===== src/rtl/core/srte_pkg.sv =====
// ----------------------------------------------------------------------------
// srte_pkg
// shared types, register indexes, codes and character helpers for the
// s-record text encoder
// ----------------------------------------------------------------------------
package srte_pkg;

    localparam int DEF_MAX_RECORD_BYTES = 32;

    localparam int CFG_INDEX_W = 2;
    localparam int CFG_DATA_W  = 32;
    localparam int CNT_W       = 6;

    localparam logic [1:0] REG_RECORD_TYPE   = 2'd0;
    localparam logic [1:0] REG_RECORD_LENGTH = 2'd1;
    localparam logic [1:0] REG_BASE_ADDRESS  = 2'd2;

    localparam logic [1:0]  RST_RECORD_TYPE   = 2'd3;
    localparam logic [5:0]  RST_RECORD_LENGTH = 6'd32;
    localparam logic [31:0] RST_BASE_ADDRESS  = 32'd0;

    localparam logic [1:0] MODE_START  = 2'd0;
    localparam logic [1:0] MODE_DATA   = 2'd1;
    localparam logic [1:0] MODE_FINISH = 2'd2;

    localparam logic [6:0] CHAR_S  = 7'h53;
    localparam logic [6:0] CHAR_NL = 7'h0A;

    localparam logic [3:0] TYPE_HEADER = 4'd0;
    localparam logic [3:0] TYPE_COUNT  = 4'd5;

    typedef struct packed {
        logic [1:0]  mode;
        logic [7:0]  data_byte;
        logic        block_end;
        logic        use_address;
        logic [31:0] new_address;
    } in_item_t;

    typedef struct packed {
        logic [6:0] char_first;
        logic [6:0] char_second;
        logic [1:0] char_count;
        logic       record_end;
        logic       last;
    } out_item_t;

    typedef enum logic [6:0] {
        ST_IDLE  = 7'b0000001,
        ST_HEAD  = 7'b0000010,
        ST_COUNT = 7'b0000100,
        ST_ADDR  = 7'b0001000,
        ST_DATA  = 7'b0010000,
        ST_CSUM  = 7'b0100000,
        ST_NL    = 7'b1000000
    } state_t;

    typedef enum logic [1:0] {
        REC_HDR  = 2'd0,
        REC_DATA = 2'd1,
        REC_CNT  = 2'd2
    } kind_t;

    typedef struct packed {
        logic             accept;
        logic             emit;
        state_t           state;
        kind_t            kind;
        logic [CNT_W-1:0] idx;
        logic             last;
        logic             rec_done;
    } cmd_t;

    typedef struct packed {
        logic             out_free;
        logic             data_flush;
        logic             pending;
        logic [2:0]       addr_bytes;
        logic [CNT_W-1:0] data_len;
    } sts_t;

    function automatic logic [6:0] hex_char(input logic [3:0] nib);
        logic [6:0] c;
        if (nib < 4'd10)
        begin
            c = 7'h30 + {3'b000, nib};
        end
        else
        begin
            c = 7'h37 + {3'b000, nib};
        end
        return c;
    endfunction

    function automatic logic [7:0] hdr_byte(input logic [1:0] idx);
        logic [7:0] b;
        unique case (idx)
            2'd0:    b = 8'h48;
            2'd1:    b = 8'h44;
            2'd2:    b = 8'h52;
            default: b = 8'h00;
        endcase
        return b;
    endfunction

endpackage


===== src/rtl/core/srte_ram.sv =====
// ----------------------------------------------------------------------------
// srte_ram
// generic single-write, single-read ram with registered read data
// ----------------------------------------------------------------------------
module srte_ram #(
    parameter int WIDTH = 8,
    parameter int DEPTH = 32,
    parameter int AW    = (DEPTH > 1) ? $clog2(DEPTH) : 1
) (
    input  logic             clk,
    input  logic             we,
    input  logic [AW-1:0]    waddr,
    input  logic [WIDTH-1:0] wdata,
    input  logic [AW-1:0]    raddr,
    output logic [WIDTH-1:0] rdata
);

    logic [WIDTH-1:0] mem_reg [DEPTH];
    logic [WIDTH-1:0] rdata_reg;

    always_ff @(posedge clk)
    begin
        if (we)
        begin
            mem_reg[waddr] <= wdata;
        end
        rdata_reg <= mem_reg[raddr];
    end

    assign rdata = rdata_reg;

endmodule


===== src/rtl/core/srte_datapath.sv =====
// ----------------------------------------------------------------------------
// srte_datapath
// configuration, record state, byte buffer, checksum and the output beat
// register of the s-record text encoder
// ----------------------------------------------------------------------------
module srte_datapath #(
    parameter int MAX_RECORD_BYTES = srte_pkg::DEF_MAX_RECORD_BYTES
) (
    input  logic                             clk,
    input  logic                             rst_n,
    input  logic                             cfg_we,
    input  logic [srte_pkg::CFG_INDEX_W-1:0] cfg_index,
    input  logic [srte_pkg::CFG_DATA_W-1:0]  cfg_data,
    input  srte_pkg::in_item_t               in_data,
    input  srte_pkg::cmd_t                   cmd,
    output srte_pkg::sts_t                   sts,
    output logic                             out_valid,
    input  logic                             out_stall,
    output srte_pkg::out_item_t              out_data
);

    localparam int AW = (MAX_RECORD_BYTES > 1) ? $clog2(MAX_RECORD_BYTES) : 1;
    localparam logic [srte_pkg::CNT_W-1:0] MAX_LEN = srte_pkg::CNT_W'(MAX_RECORD_BYTES);

    logic [1:0]                  type_reg;
    logic [5:0]                  len_reg;
    logic [31:0]                 base_reg;
    logic [srte_pkg::CNT_W-1:0]  fill_reg, fill_next;
    logic [31:0]                 rec_addr_reg, rec_addr_next;
    logic [31:0]                 next_addr_reg, next_addr_next;
    logic [15:0]                 rcount_reg, rcount_next;
    logic [7:0]                  csum_reg, csum_next;
    logic                        out_valid_reg, out_valid_next;
    srte_pkg::out_item_t         out_data_reg;
    srte_pkg::out_item_t         beat;

    logic [1:0]                  eff_type;
    logic [srte_pkg::CNT_W-1:0]  eff_len;
    logic [srte_pkg::CNT_W-1:0]  fill_inc;
    logic [2:0]                  rec_abytes;
    logic [srte_pkg::CNT_W-1:0]  rec_dlen;
    logic [31:0]                 field_addr;
    logic [3:0]                  type_digit;
    logic [7:0]                  addr_byte;
    logic [7:0]                  data_byte;
    logic [7:0]                  count_byte;
    logic [7:0]                  beat_byte;
    logic [31:0]                 start_addr;
    logic [srte_pkg::CNT_W-1:0]  ridx;
    logic                        ram_we;
    logic [7:0]                  ram_rdata;

    // effective configuration
    assign eff_type = (type_reg == 2'd0) ? 2'd1 : type_reg;

    always_comb
    begin
        if (len_reg == 6'd0)
        begin
            eff_len = 6'd1;
        end
        else if (len_reg > MAX_LEN)
        begin
            eff_len = MAX_LEN;
        end
        else
        begin
            eff_len = len_reg;
        end
    end

    assign fill_inc = fill_reg + 6'd1;

    // per-record field values
    always_comb
    begin
        unique case (cmd.kind)
            srte_pkg::REC_HDR:
            begin
                rec_abytes = 3'd2;
                rec_dlen   = 6'd3;
                field_addr = 32'd0;
                type_digit = srte_pkg::TYPE_HEADER;
            end
            srte_pkg::REC_DATA:
            begin
                rec_abytes = (eff_type == 2'd3) ? 3'd4 :
                             (eff_type == 2'd2) ? 3'd3 : 3'd2;
                rec_dlen   = fill_reg;
                field_addr = rec_addr_reg;
                type_digit = {2'b00, eff_type};
            end
            default:
            begin
                rec_abytes = 3'd2;
                rec_dlen   = 6'd0;
                field_addr = {16'd0, rcount_reg};
                type_digit = srte_pkg::TYPE_COUNT;
            end
        endcase
    end

    assign sts.addr_bytes = rec_abytes;
    assign sts.data_len   = rec_dlen;
    assign sts.out_free   = !out_valid_reg || !out_stall;
    assign sts.data_flush = (fill_inc >= eff_len) || in_data.block_end;
    assign sts.pending    = (fill_reg != 6'd0);

    assign addr_byte  = 8'(field_addr >> {cmd.idx[1:0], 3'b000});
    assign data_byte  = (cmd.kind == srte_pkg::REC_HDR) ? srte_pkg::hdr_byte(cmd.idx[1:0])
                                                        : ram_rdata;
    assign count_byte = {2'b00, rec_dlen} + {5'd0, rec_abytes} + 8'd1;

    always_comb
    begin
        unique case (cmd.state)
            srte_pkg::ST_COUNT: beat_byte = count_byte;
            srte_pkg::ST_ADDR:  beat_byte = addr_byte;
            srte_pkg::ST_DATA:  beat_byte = data_byte;
            default:            beat_byte = ~csum_reg;
        endcase
    end

    // beat formatting
    always_comb
    begin
        beat.last = cmd.last;
        unique case (cmd.state)
            srte_pkg::ST_HEAD:
            begin
                beat.char_first  = srte_pkg::CHAR_S;
                beat.char_second = srte_pkg::hex_char(type_digit);
                beat.char_count  = 2'd2;
                beat.record_end  = 1'b0;
            end
            srte_pkg::ST_NL:
            begin
                beat.char_first  = srte_pkg::CHAR_NL;
                beat.char_second = 7'd0;
                beat.char_count  = 2'd1;
                beat.record_end  = 1'b1;
            end
            default:
            begin
                beat.char_first  = srte_pkg::hex_char(beat_byte[7:4]);
                beat.char_second = srte_pkg::hex_char(beat_byte[3:0]);
                beat.char_count  = 2'd2;
                beat.record_end  = 1'b0;
            end
        endcase
    end

    // checksum
    always_comb
    begin
        csum_next = csum_reg;
        if (cmd.emit)
        begin
            unique case (cmd.state)
                srte_pkg::ST_HEAD:  csum_next = 8'd0;
                srte_pkg::ST_COUNT,
                srte_pkg::ST_ADDR,
                srte_pkg::ST_DATA:  csum_next = csum_reg + beat_byte;
                default:            csum_next = csum_reg;
            endcase
        end
    end

    // item and record bookkeeping
    assign start_addr = (fill_reg == 6'd0 && in_data.use_address) ? in_data.new_address
                                                                   : next_addr_reg;

    always_comb
    begin
        fill_next      = fill_reg;
        rec_addr_next  = rec_addr_reg;
        next_addr_next = next_addr_reg;
        rcount_next    = rcount_reg;
        if (cmd.accept && in_data.mode == srte_pkg::MODE_START)
        begin
            fill_next      = 6'd0;
            rcount_next    = 16'd0;
            rec_addr_next  = base_reg;
            next_addr_next = base_reg;
        end
        else if (cmd.accept && in_data.mode == srte_pkg::MODE_DATA)
        begin
            if (fill_reg == 6'd0)
            begin
                rec_addr_next = start_addr;
            end
            next_addr_next = start_addr + 32'd1;
            fill_next      = fill_inc;
        end
        else if (cmd.rec_done && cmd.kind == srte_pkg::REC_DATA)
        begin
            fill_next   = 6'd0;
            rcount_next = rcount_reg + 16'd1;
        end
    end

    assign ram_we = cmd.accept && (in_data.mode == srte_pkg::MODE_DATA) && (fill_reg < MAX_LEN);

    // read one index ahead so a data beat can go out every cycle while the output is not stalled
    always_comb
    begin
        if (cmd.state == srte_pkg::ST_DATA)
        begin
            ridx = cmd.emit ? cmd.idx + 6'd1 : cmd.idx;
        end
        else
        begin
            ridx = 6'd0;
        end
    end

    srte_ram #(
        .WIDTH (8),
        .DEPTH (MAX_RECORD_BYTES)
    ) u_buf (
        .clk   (clk),
        .we    (ram_we),
        .waddr (fill_reg[AW-1:0]),
        .wdata (in_data.data_byte),
        .raddr (ridx[AW-1:0]),
        .rdata (ram_rdata)
    );

    // output register
    always_comb
    begin
        out_valid_next = out_valid_reg;
        if (cmd.emit)
        begin
            out_valid_next = 1'b1;
        end
        else if (!out_stall)
        begin
            out_valid_next = 1'b0;
        end
    end

    always_ff @(posedge clk or negedge rst_n)
    begin
        if (!rst_n)
        begin
            type_reg      <= srte_pkg::RST_RECORD_TYPE;
            len_reg       <= srte_pkg::RST_RECORD_LENGTH;
            base_reg      <= srte_pkg::RST_BASE_ADDRESS;
            fill_reg      <= 6'd0;
            rec_addr_reg  <= 32'd0;
            next_addr_reg <= 32'd0;
            rcount_reg    <= 16'd0;
            out_valid_reg <= 1'b0;
        end
        else
        begin
            if (cfg_we)
            begin
                unique case (cfg_index)
                    srte_pkg::REG_RECORD_TYPE:   type_reg <= cfg_data[1:0];
                    srte_pkg::REG_RECORD_LENGTH: len_reg  <= cfg_data[5:0];
                    srte_pkg::REG_BASE_ADDRESS:  base_reg <= cfg_data;
                    default:                     ;
                endcase
            end
            fill_reg      <= fill_next;
            rec_addr_reg  <= rec_addr_next;
            next_addr_reg <= next_addr_next;
            rcount_reg    <= rcount_next;
            out_valid_reg <= out_valid_next;
        end
    end

    always_ff @(posedge clk)
    begin
        csum_reg <= csum_next;
        if (cmd.emit)
        begin
            out_data_reg <= beat;
        end
    end

    assign out_valid = out_valid_reg;
    assign out_data  = out_data_reg;

endmodule


===== src/rtl/core/srte_ctrl.sv =====
// ----------------------------------------------------------------------------
// srte_ctrl
// record sequencer: walks header, count, address, data, checksum and
// newline fields one beat at a time
// ----------------------------------------------------------------------------
module srte_ctrl (
    input  logic           clk,
    input  logic           rst_n,
    input  logic           in_valid,
    input  logic [1:0]     mode,
    input  srte_pkg::sts_t sts,
    output srte_pkg::cmd_t cmd,
    output logic           busy
);

    srte_pkg::state_t           state_reg, state_next;
    srte_pkg::kind_t            kind_reg, kind_next;
    logic                       trail_reg, trail_next;
    logic [srte_pkg::CNT_W-1:0] idx_reg, idx_next;
    logic                       accept;
    logic                       emit;

    assign accept = in_valid && (state_reg == srte_pkg::ST_IDLE);
    assign emit   = (state_reg != srte_pkg::ST_IDLE) && sts.out_free;

    always_comb
    begin
        state_next = state_reg;
        kind_next  = kind_reg;
        trail_next = trail_reg;
        idx_next   = idx_reg;
        unique case (state_reg)
            srte_pkg::ST_IDLE:
            begin
                if (accept)
                begin
                    unique case (mode)
                        srte_pkg::MODE_START:
                        begin
                            kind_next  = srte_pkg::REC_HDR;
                            trail_next = 1'b0;
                            state_next = srte_pkg::ST_HEAD;
                        end
                        srte_pkg::MODE_DATA:
                        begin
                            if (sts.data_flush)
                            begin
                                kind_next  = srte_pkg::REC_DATA;
                                trail_next = 1'b0;
                                state_next = srte_pkg::ST_HEAD;
                            end
                        end
                        srte_pkg::MODE_FINISH:
                        begin
                            kind_next  = sts.pending ? srte_pkg::REC_DATA : srte_pkg::REC_CNT;
                            trail_next = sts.pending;
                            state_next = srte_pkg::ST_HEAD;
                        end
                        default:
                        begin
                            state_next = srte_pkg::ST_IDLE;
                        end
                    endcase
                end
            end
            srte_pkg::ST_HEAD:
            begin
                if (emit)
                begin
                    state_next = srte_pkg::ST_COUNT;
                end
            end
            srte_pkg::ST_COUNT:
            begin
                if (emit)
                begin
                    state_next = srte_pkg::ST_ADDR;
                    idx_next   = {3'b000, sts.addr_bytes} - 6'd1;
                end
            end
            srte_pkg::ST_ADDR:
            begin
                if (emit)
                begin
                    if (idx_reg == 6'd0)
                    begin
                        idx_next   = 6'd0;
                        state_next = (sts.data_len != 6'd0) ? srte_pkg::ST_DATA
                                                            : srte_pkg::ST_CSUM;
                    end
                    else
                    begin
                        idx_next = idx_reg - 6'd1;
                    end
                end
            end
            srte_pkg::ST_DATA:
            begin
                if (emit)
                begin
                    if (idx_reg == sts.data_len - 6'd1)
                    begin
                        state_next = srte_pkg::ST_CSUM;
                    end
                    else
                    begin
                        idx_next = idx_reg + 6'd1;
                    end
                end
            end
            srte_pkg::ST_CSUM:
            begin
                if (emit)
                begin
                    state_next = srte_pkg::ST_NL;
                end
            end
            srte_pkg::ST_NL:
            begin
                if (emit)
                begin
                    if (kind_reg == srte_pkg::REC_DATA && trail_reg)
                    begin
                        kind_next  = srte_pkg::REC_CNT;
                        trail_next = 1'b0;
                        state_next = srte_pkg::ST_HEAD;
                    end
                    else
                    begin
                        state_next = srte_pkg::ST_IDLE;
                    end
                end
            end
            default:
            begin
                state_next = srte_pkg::ST_IDLE;
            end
        endcase
    end

    always_ff @(posedge clk or negedge rst_n)
    begin
        if (!rst_n)
        begin
            state_reg <= srte_pkg::ST_IDLE;
            kind_reg  <= srte_pkg::REC_HDR;
            trail_reg <= 1'b0;
            idx_reg   <= 6'd0;
        end
        else
        begin
            state_reg <= state_next;
            kind_reg  <= kind_next;
            trail_reg <= trail_next;
            idx_reg   <= idx_next;
        end
    end

    assign cmd.accept   = accept;
    assign cmd.emit     = emit;
    assign cmd.state    = state_reg;
    assign cmd.kind     = kind_reg;
    assign cmd.idx      = idx_reg;
    assign cmd.last     = (state_reg == srte_pkg::ST_NL)
                          && !(kind_reg == srte_pkg::REC_DATA && trail_reg);
    assign cmd.rec_done = emit && (state_reg == srte_pkg::ST_NL);

    assign busy = (state_reg != srte_pkg::ST_IDLE);

endmodule


===== src/rtl/core/srecord_text_encoder.sv =====
// a data byte that completes no record is taken without stalling the input and yields no beat
// a record with a address bytes and n data bytes is 4 + a + n beats, one per cycle
// while out_stall is low; the taken item is registered as state, then the first beat in the output register
// input stalls from the item that starts a record until its last beat is formed
// rst_n clears all control state and loads register defaults (type 3, length 32)
// the byte buffer holds no reset value; only written entries reach a beat, though others may be read
// ----------------------------------------------------------------------------
// srecord_text_encoder
// turns start, data and finish commands into s-record text beats
// ----------------------------------------------------------------------------
module srecord_text_encoder #(
    parameter int MAX_RECORD_BYTES = srte_pkg::DEF_MAX_RECORD_BYTES
) (
    input  logic                             clk,
    input  logic                             rst_n,
    input  logic                             cfg_we,
    input  logic [srte_pkg::CFG_INDEX_W-1:0] cfg_index,
    input  logic [srte_pkg::CFG_DATA_W-1:0]  cfg_data,
    input  logic                             in_valid,
    output logic                             in_stall,
    input  srte_pkg::in_item_t               in_data,
    output logic                             out_valid,
    input  logic                             out_stall,
    output srte_pkg::out_item_t              out_data
);

    srte_pkg::cmd_t cmd;
    srte_pkg::sts_t sts;

    srte_ctrl u_ctrl (
        .clk      (clk),
        .rst_n    (rst_n),
        .in_valid (in_valid),
        .mode     (in_data.mode),
        .sts      (sts),
        .cmd      (cmd),
        .busy     (in_stall)
    );

    srte_datapath #(
        .MAX_RECORD_BYTES (MAX_RECORD_BYTES)
    ) u_datapath (
        .clk       (clk),
        .rst_n     (rst_n),
        .cfg_we    (cfg_we),
        .cfg_index (cfg_index),
        .cfg_data  (cfg_data),
        .in_data   (in_data),
        .cmd       (cmd),
        .sts       (sts),
        .out_valid (out_valid),
        .out_stall (out_stall),
        .out_data  (out_data)
    );

endmodule


===== config.mk =====
export PLATFORM = sky130hd
export DESIGN_NAME = srecord_text_encoder
export DESIGN_NICKNAME = d
export VERILOG_FILES = /design/src/rtl/core/srte_pkg.sv /design/src/rtl/core/srte_ram.sv /design/src/rtl/core/srte_datapath.sv /design/src/rtl/core/srte_ctrl.sv /design/src/rtl/core/srecord_text_encoder.sv
export SDC_FILE = /design/constraint.sdc
export NUM_CORES = 1
export LEC_CHECK = 0
export BUFFER_PORTS_ARGS = -buffer_cell sky130_fd_sc_hd__buf_2
export CAP_MARGIN = 40
export CORE_MARGIN = 2
export CORE_UTILIZATION = 40
export DETAILED_ROUTE_END_ITERATION = 10
export GPL_ROUTABILITY_DRIVEN = 0
export HOLD_SLACK_MARGIN = 0.08
export SYNTH_ARGS = -nofsm -noshare
export SYNTH_HDL_FRONTEND = slang
export SYNTH_SLANG_ARGS = --single-unit

===== constraint.sdc =====
create_clock -name clk -period 9.3 [get_ports clk]
set_clock_uncertainty 0.1 [all_clocks]
set_input_delay 0.465 -clock clk [delete_from_list [all_inputs] [get_ports clk]]
set_output_delay 0.465 -clock clk [all_outputs]
set_load 0.02 [all_outputs]

[Word-level counts from Yosys, hierarchy flattened]
Memories as Yosys holds them, arrays and structs flattened. A register that Yosys moved wholly into a read port is not among the register bits.
Cells that the tools add are included.
Word-level totals
  memories: 1
  bits of input ports: 83
  bits in registers: 169
  logic and storage cells: 187
  bits in writable memories: 256
  output and inout bits: 20
Memory list
  u_datapath.u_buf.mem_reg: words 32, width 8, rd ports 1, clocked after Yosys merged registers in 1, wr ports 1, line srte_ram.sv:18  | logic [WIDTH-1:0] mem_reg [DEPTH];
Operators by class
  reductions and logical operators: 43
  bitwise logic cells: 1
  mux-type cells: 68
  equality and inequality tests: 33
  magnitude comparators: 6
  add/sub/neg operators: 16
  shift-type cells: 1
Operator list (count)
  32-bit 2-to-1 mux: 6
  7-bit 2-to-1 mux: 13
  6-bit 2-to-1 mux: 11
  32-bit case mux with 2 select lines: 1
  7-bit case mux with 7 select lines: 1
  16-bit 2-to-1 mux: 3
  17-bit case mux with 2 select lines: 1
  32-bit by 1-bit adder with 32-bit output (second input constant): 1
  32-bit by 5-bit right shift with 8-bit output: 1
  6-bit by 4-bit adder with 7-bit output (first input constant): 4
  2-bit by 1-bit != test with 1-bit output (second input constant): 12
  8-bit case mux with 3 select lines: 1
  7-bit case mux with 3 select lines: 1
  6-bit logical NOT: 3
  6-bit case mux with 3 select lines: 1
  16-bit by 1-bit adder with 16-bit output (second input constant): 1
  8-bit case mux with 2 select lines: 1
  6-bit by 3-bit adder with 7-bit output (first input constant): 2
  2-bit 2-to-1 mux: 7
  7-bit case mux with 2 select lines: 1
  6-bit by 1-bit adder with 6-bit output (second input constant): 2
  6-bit case mux with 2 select lines: 1
  2-bit AND reduction: 6
  6-bit nonzero test: 2
  45 further kinds: 85

[Longest topological paths before layout]
  word-level depth: 12
  mapped depth: 23
  depth with buffers taken out: 20

[By module]
From an unflattened synthesis, not the netlist that was laid out.
Unflattened totals
  cell total of the unflattened synthesis: 1632
  area, all modules: 21250.4 um2
Modules (own cells, without submodules)
  srte_ram: cells an instance 417, area an instance 10053.4 um2, instances 1, sequential area each 7847.5 um2
  srte_datapath: cells an instance 1027, area an instance 9615.5 um2, instances 1, sequential area each 3932.5 um2
  srte_ctrl: cells an instance 188, area an instance 1581.5 um2, instances 1, sequential area each 401.6 um2

[Worst setup path before layout]
OpenSTA, ideal clock, no wires.
  kind: register to register
  from: register u_ctrl.kind_reg[1]
  to: register u_datapath.csum_reg[7] (data pin)
  period minus slack after synthesis: 4.855 ns
  data required time: 8.934 ns
  library setup time: 0.266 ns
  data arrival time: 4.489 ns
  path buffers: 3
  path slack: 4.445 ns
  cell stages (with the launch flop): 24
  cells stage by stage: dfrtp_1 -> nor2b_1 -> buf_2 -> buf_2 -> buf_1 -> nand2_1 -> nor2_1 -> ha_1 -> inv_1 -> fa_1 -> inv_1 -> ha_1 -> xnor2_1 -> o22ai_1 -> or3_1 -> o21ai_1 -> inv_1 -> ha_1 -> a21o_1 -> a21o_1 -> a21oi_1 -> o21ai_0 -> xnor2_1 -> nor2_1
Between the ends
  word-level cells in the longest chain between the ends: 7
  elaborated cells on any way between the ends: 12
  classes of those cells: 3 x add/sub; 1 x eq/ne; 1 x shift; 6 x mux; 1 x reduce/logical
RTL lines
  start, declared: line srte_ctrl.sv:17  | srte_pkg::kind_t kind_reg, kind_next;
  start signal, assigned: line srte_ctrl.sv:146  | kind_reg <= srte_pkg::REC_HDR;
  start signal, assigned: line srte_ctrl.sv:153  | kind_reg <= kind_next;
  2-bit by 1-bit equality test with 1-bit output or 2-bit logical NOT (tied branches): line srte_datapath.sv:77, srte_datapath.sv:110
  6-bit case mux with 2 select lines or 3-bit 2-to-1 mux (tied branches): line srte_datapath.sv:77  | unique case (cmd.kind)
  6-bit by 3-bit adder with 7-bit output: line srte_datapath.sv:112  | assign count_byte = {2'b00, rec_dlen} + {5'd0, rec_abytes} + 8'd1;
  8-bit by 1-bit adder with 8-bit output: line srte_datapath.sv:112
  8-bit case mux with 3 select lines *: line srte_datapath.sv:116  | unique case (cmd.state)
  8-bit adder *: line srte_datapath.sv:163  | srte_pkg::ST_DATA: csum_next = csum_reg + beat_byte;
  8-bit case mux with 2 select lines *: line srte_datapath.sv:159  | unique case (cmd.state)
  end signal, assigned: line srte_datapath.sv:277  | csum_reg <= csum_next;
  end, declared: line srte_datapath.sv:32  | logic [7:0] csum_reg, csum_next;
Every way passes the cells marked *; elsewhere a longest branch is shown, timed or not.
A chain may end at the register's enable or synchronous reset.

[Worst setup path in the final report]
Same ends and word-level chain as after synthesis.

==> results.json <==
{
  "grt_first_pass_wirelength_mm": 88.9,
  "peakVddDrop_uv": 128,
  "largest_register_ffs": 256,
  "cts.sinks": 432,
  "cts_buffers": 45,
  "grt_max_degree": 74,
  "synth_cell_types": 81,
  "startpoint_type": "flip-flop",
  "muxShareOfSynthArea": 0.0613,
  "tightestPinTransition_ns": 0.931,
  "dr.pass1.iters": 6,
  "tns_ns": 0,
  "ant_nets": 0,
  "multi_input_comb_area_um2": 8200,
  "crit_required_ns": 9.49,
  "clk_latency_ns": 0.61,
  "num_vias": 15500,
  "cp.arrival_ns": 5.98,
  "synth_top_family_by_area": "simple AND/OR/NAND/NOR gates",
  "detail_route.vias_per_cell": 5.66,
  "hold_violations": 0,
  "wl_per_cell_um": 20.8,
  "grt_usage": 0.212,
  "grt_pass1_vias": 15000,
  "n_antenna_cell": 0,
  "antenna_found_initial": 0,
  "whs_endpoint": "u_datapath.type_reg[1]$_DFFE_PN1P_",
  "core-area_um2": 51500,
  "synth_adder_area_share": 0.0235,
  "reg2reg_to": "u_datapath.csum_reg[7]$_SDFFCE_PN0P_",
  "setup_viol": 0,
  "die_area_um2": 54100,
  "finalPower_mw": 5.78,
  "die_height_um": 233,
  "grt_overflow": 0,
  "n_fill_cell": 4754,
  "io_buffers": 102,
  "ff2ff_setup_slack_ns": 3.52,
  "met2_wirelength_mm": 26.5,
  "outcome": "complete, no violations",
  "cts_tree": "built",
  "ys_ff_latch": 432,
  "syn_area_um2": 20900,
  "ys_seq_area_frac": 0.583,
  "wirelength_mm": 57.0,
  "drc": 0,
  "drt_iter0_markers": 1610,
  "power_leakage_nw": 8.92,
  "synth-xor-area-share": 0.0285,
  "max_freq_mhz": 173,
  "area_delta_synth_final_pct": 15.1,
  "worst-path-max-fanout": 32,
  "timing.rr.start": "u_ctrl.kind_reg[1]$_DFFE_PN0P_",
  "yosys_warnings": 0,
  "critPathKind": "flip-flop to flip-flop",
  "ios": 103,
  "routed.top_layer": "met4",
  "hold-path-cell-count": 3,
  "seqCellArea_um2": 12200,
  "layout_min_cycle_time_ns": 5.78,
  "async_flop_share": 0.331,
  "pre_cts_ws_ns": 3.60,
  "hold_start": "cfg_index[1]",
  "end_kind": "flip-flop",
  "synth_edf_count": 281,
  "r2r_cells": 21,
  "root_buffer": "clkbuf_16",
  "synth_nets": 2051,
  "p_per_area_nw_per_um2": 240,
  "finalCritPeriodShare": 0.622,
  "post-dp-hpwl_mm": 37.6,
  "worstHoldPathType": "primary input to flip-flop",
  "worst_slack_ns": 3.52,
  "avgSynthCellArea_um2": 10.8,
  "maxCapViolCount": 0,
  "htreeDepth": 2,
  "wl_met3_mm": 3.53,
  "drive_above_1_share": 0.136,
  "yosys.area_share.simple": 0.177,
  "syn_inst": 1930,
  "fin_nets": 2150,
  "clkTransAtPathRegs_ns": 0.06,
  "die_width_um": 233,
  "m1WireLength_mm": 25.7,
  "start_util": 0.406,
  "cts_buffer_depth": 3,
  "rsz0062_at_grt": "false",
  "slew_headroom": 0.379,
  "synthFlopType": "edfxtp_1",
  "rows": 83,
  "synth_compound_area_frac": 0.0984,
  "finalMaxSlewViolations": 0
}
## area by class of cell
| cell class | instances | share of cell area |
|---|---|---|
| clock buffer | 68 | 0.0537 |
| clock inverter | 16 | 0.0103 |
| inverter | 32 | 0.00499 |
| multi-input combinational | 1353 | 0.341 |
| sequential | 432 | 0.506 |
| tap | 680 | 0.0354 |
| timing repair buffer | 165 | 0.0489 |
## cell usage after synthesis (all sizes together) (8+ instances only)
cell type  number  area [µm²]
a21o            9        67.6
a21oi          77         385
a221oi         11        96.3
a31oi          24         150
a32oi          27         236
and3           20         125
buf            48         248
clkbuf         65         245
dfrtp         139        3480
dfxtp           8         160
edfxtp        281        8440
ha             36         450
inv            32         120
mux2           48         541
mux2i          74         741
nand2         372        1400
nand2b         12        75.1
nand3         121         611
nand3b         10        75.1
nand4          51         319
nor2          128         480
nor2b           9        56.3
nor3           25         141
nor4           11         105
o211ai         17         128
o21ai         107         536
or3            13        81.3
xnor2          34         298
xor2           34         298
## metal layers
| metal | global-route usage | vias to the layer above |
|---|---|---|
| li1 | - | 7229 |
| met1 | 0.305 | 7682 |
| met2 | 0.337 | 523 |
| met3 | 0.0303 | 97 |
| met4 | 0.0559 | 0 |
| met5 | 0 | - |
## stage by stage
step	cells	instance area, µm²	hold WS [ns]	utilization
2_1_floorplan	1930	20900	0.0694	-
3_3_place_gp	2621	22000	0.382	0.428
3_5_place_dp	2628	22200	0.306	0.431
4_1_cts	2746	24100	0.208	0.467
5_1_grt	2746	24100	0.230	0.467
6_report	2746	24100	0.233	0.467
## worst max-delay path, stage by stage, from the launching register on
cell and delay (ns):
dfrtp_1 0.73, nor2b_2 0.67, buf_6 0.25, nand2_1 0.11, nor2_1 0.19, ha_1 0.22
inv_1 0.06, fa_1 0.48, inv_1 0.05, ha_1 0.24, xnor2_1 0.18, o22ai_1 0.10
or3_1 0.42, o21ai_1 0.33, inv_1 0.08, ha_1 0.33, a21o_1 0.20, a21o_1 0.18
a21oi_1 0.21, o21ai_0 0.14, xnor2_1 0.17, nor2_1 0.05
## cells in the final DEF, fill, tap and decap left out, types with 9 or more instances in the layout
cell           Yosys  layout
buf_2             27     102
a32oi_1           27      27
a21o_1             9       9
or3_1             13      13
xnor2_1           34      34
nand3b_1          10      10
nor2_1           128     126
o211ai_1          17      17
nand2_1          372     371
dfrtp_1          139     139
a221oi_1          11      11
nand4_1           51      51
nor3_1            23      23
a31oi_1           24      24
mux2_2            48      47
nand2b_1          12      12
and3_1            20      19
a21oi_1           77      75
xor2_1            34      34
inv_1             30      30
mux2i_1           74      74
ha_1              36      36
edfxtp_1         281     281
buf_4              3      22
o21ai_0          104     104
clkbuf_1          64      15
dlygate4sd3_1      0      34
nand3_1          120     120
clkbuf_16          0      45
## where the power goes
part	internal [mW]	switching [mW]
combinational	0.522	0.809
sequential	2.32	0.250
clock	1.11	0.773
## cell families after synthesis
| logic type | after synthesis |
|---|---|
| flops | 432 |
| simple gates | 801 |
| xor+xnor | 68 |
| mux | 122 |
| buf+inv | 145 |
| compound gates | 324 |
| fa+ha+maj | 38 |
## how the worst max path moves through the flow
stage | start | to | slack [ns] | cells after the start
5_1_grt | u_ctrl.kind_reg[1]$_DFFE_PN0P_ | u_datapath.csum_reg[7]$_SDFFCE_PN0P_ | 3.17 | 21
6_report | u_ctrl.kind_reg[1]$_DFFE_PN0P_ | u_datapath.csum_reg[7]$_SDFFCE_PN0P_ | 3.52 | 21
3_5_place_dp | u_ctrl.kind_reg[1]$_DFFE_PN0P_ | u_datapath.csum_reg[7]$_SDFFCE_PN0P_ | 3.60 | 21
2_1_floorplan | u_ctrl.kind_reg[1]$_DFFE_PN0P_ | u_datapath.csum_reg[7]$_SDFFCE_PN0P_ | 4.44 | 23
4_1_cts | u_ctrl.kind_reg[1]$_DFFE_PN0P_ | u_datapath.csum_reg[7]$_SDFFCE_PN0P_ | 3.57 | 21
3_3_place_gp | u_ctrl.kind_reg[1]$_DFFE_PN0P_ | u_datapath.csum_reg[7]$_SDFFCE_PN0P_ | 3.55 | 20
## repair_timing
| item | in CTS | in global routing |
|---|---|---|
| resized for setup | 0 | 0 |
| buffers inserted | 0 | 0 |
| hold buffers | 34 | 0 |
| hold endpoints to repair | 81 | 0 |
Power figures use the tool's default switching activity.
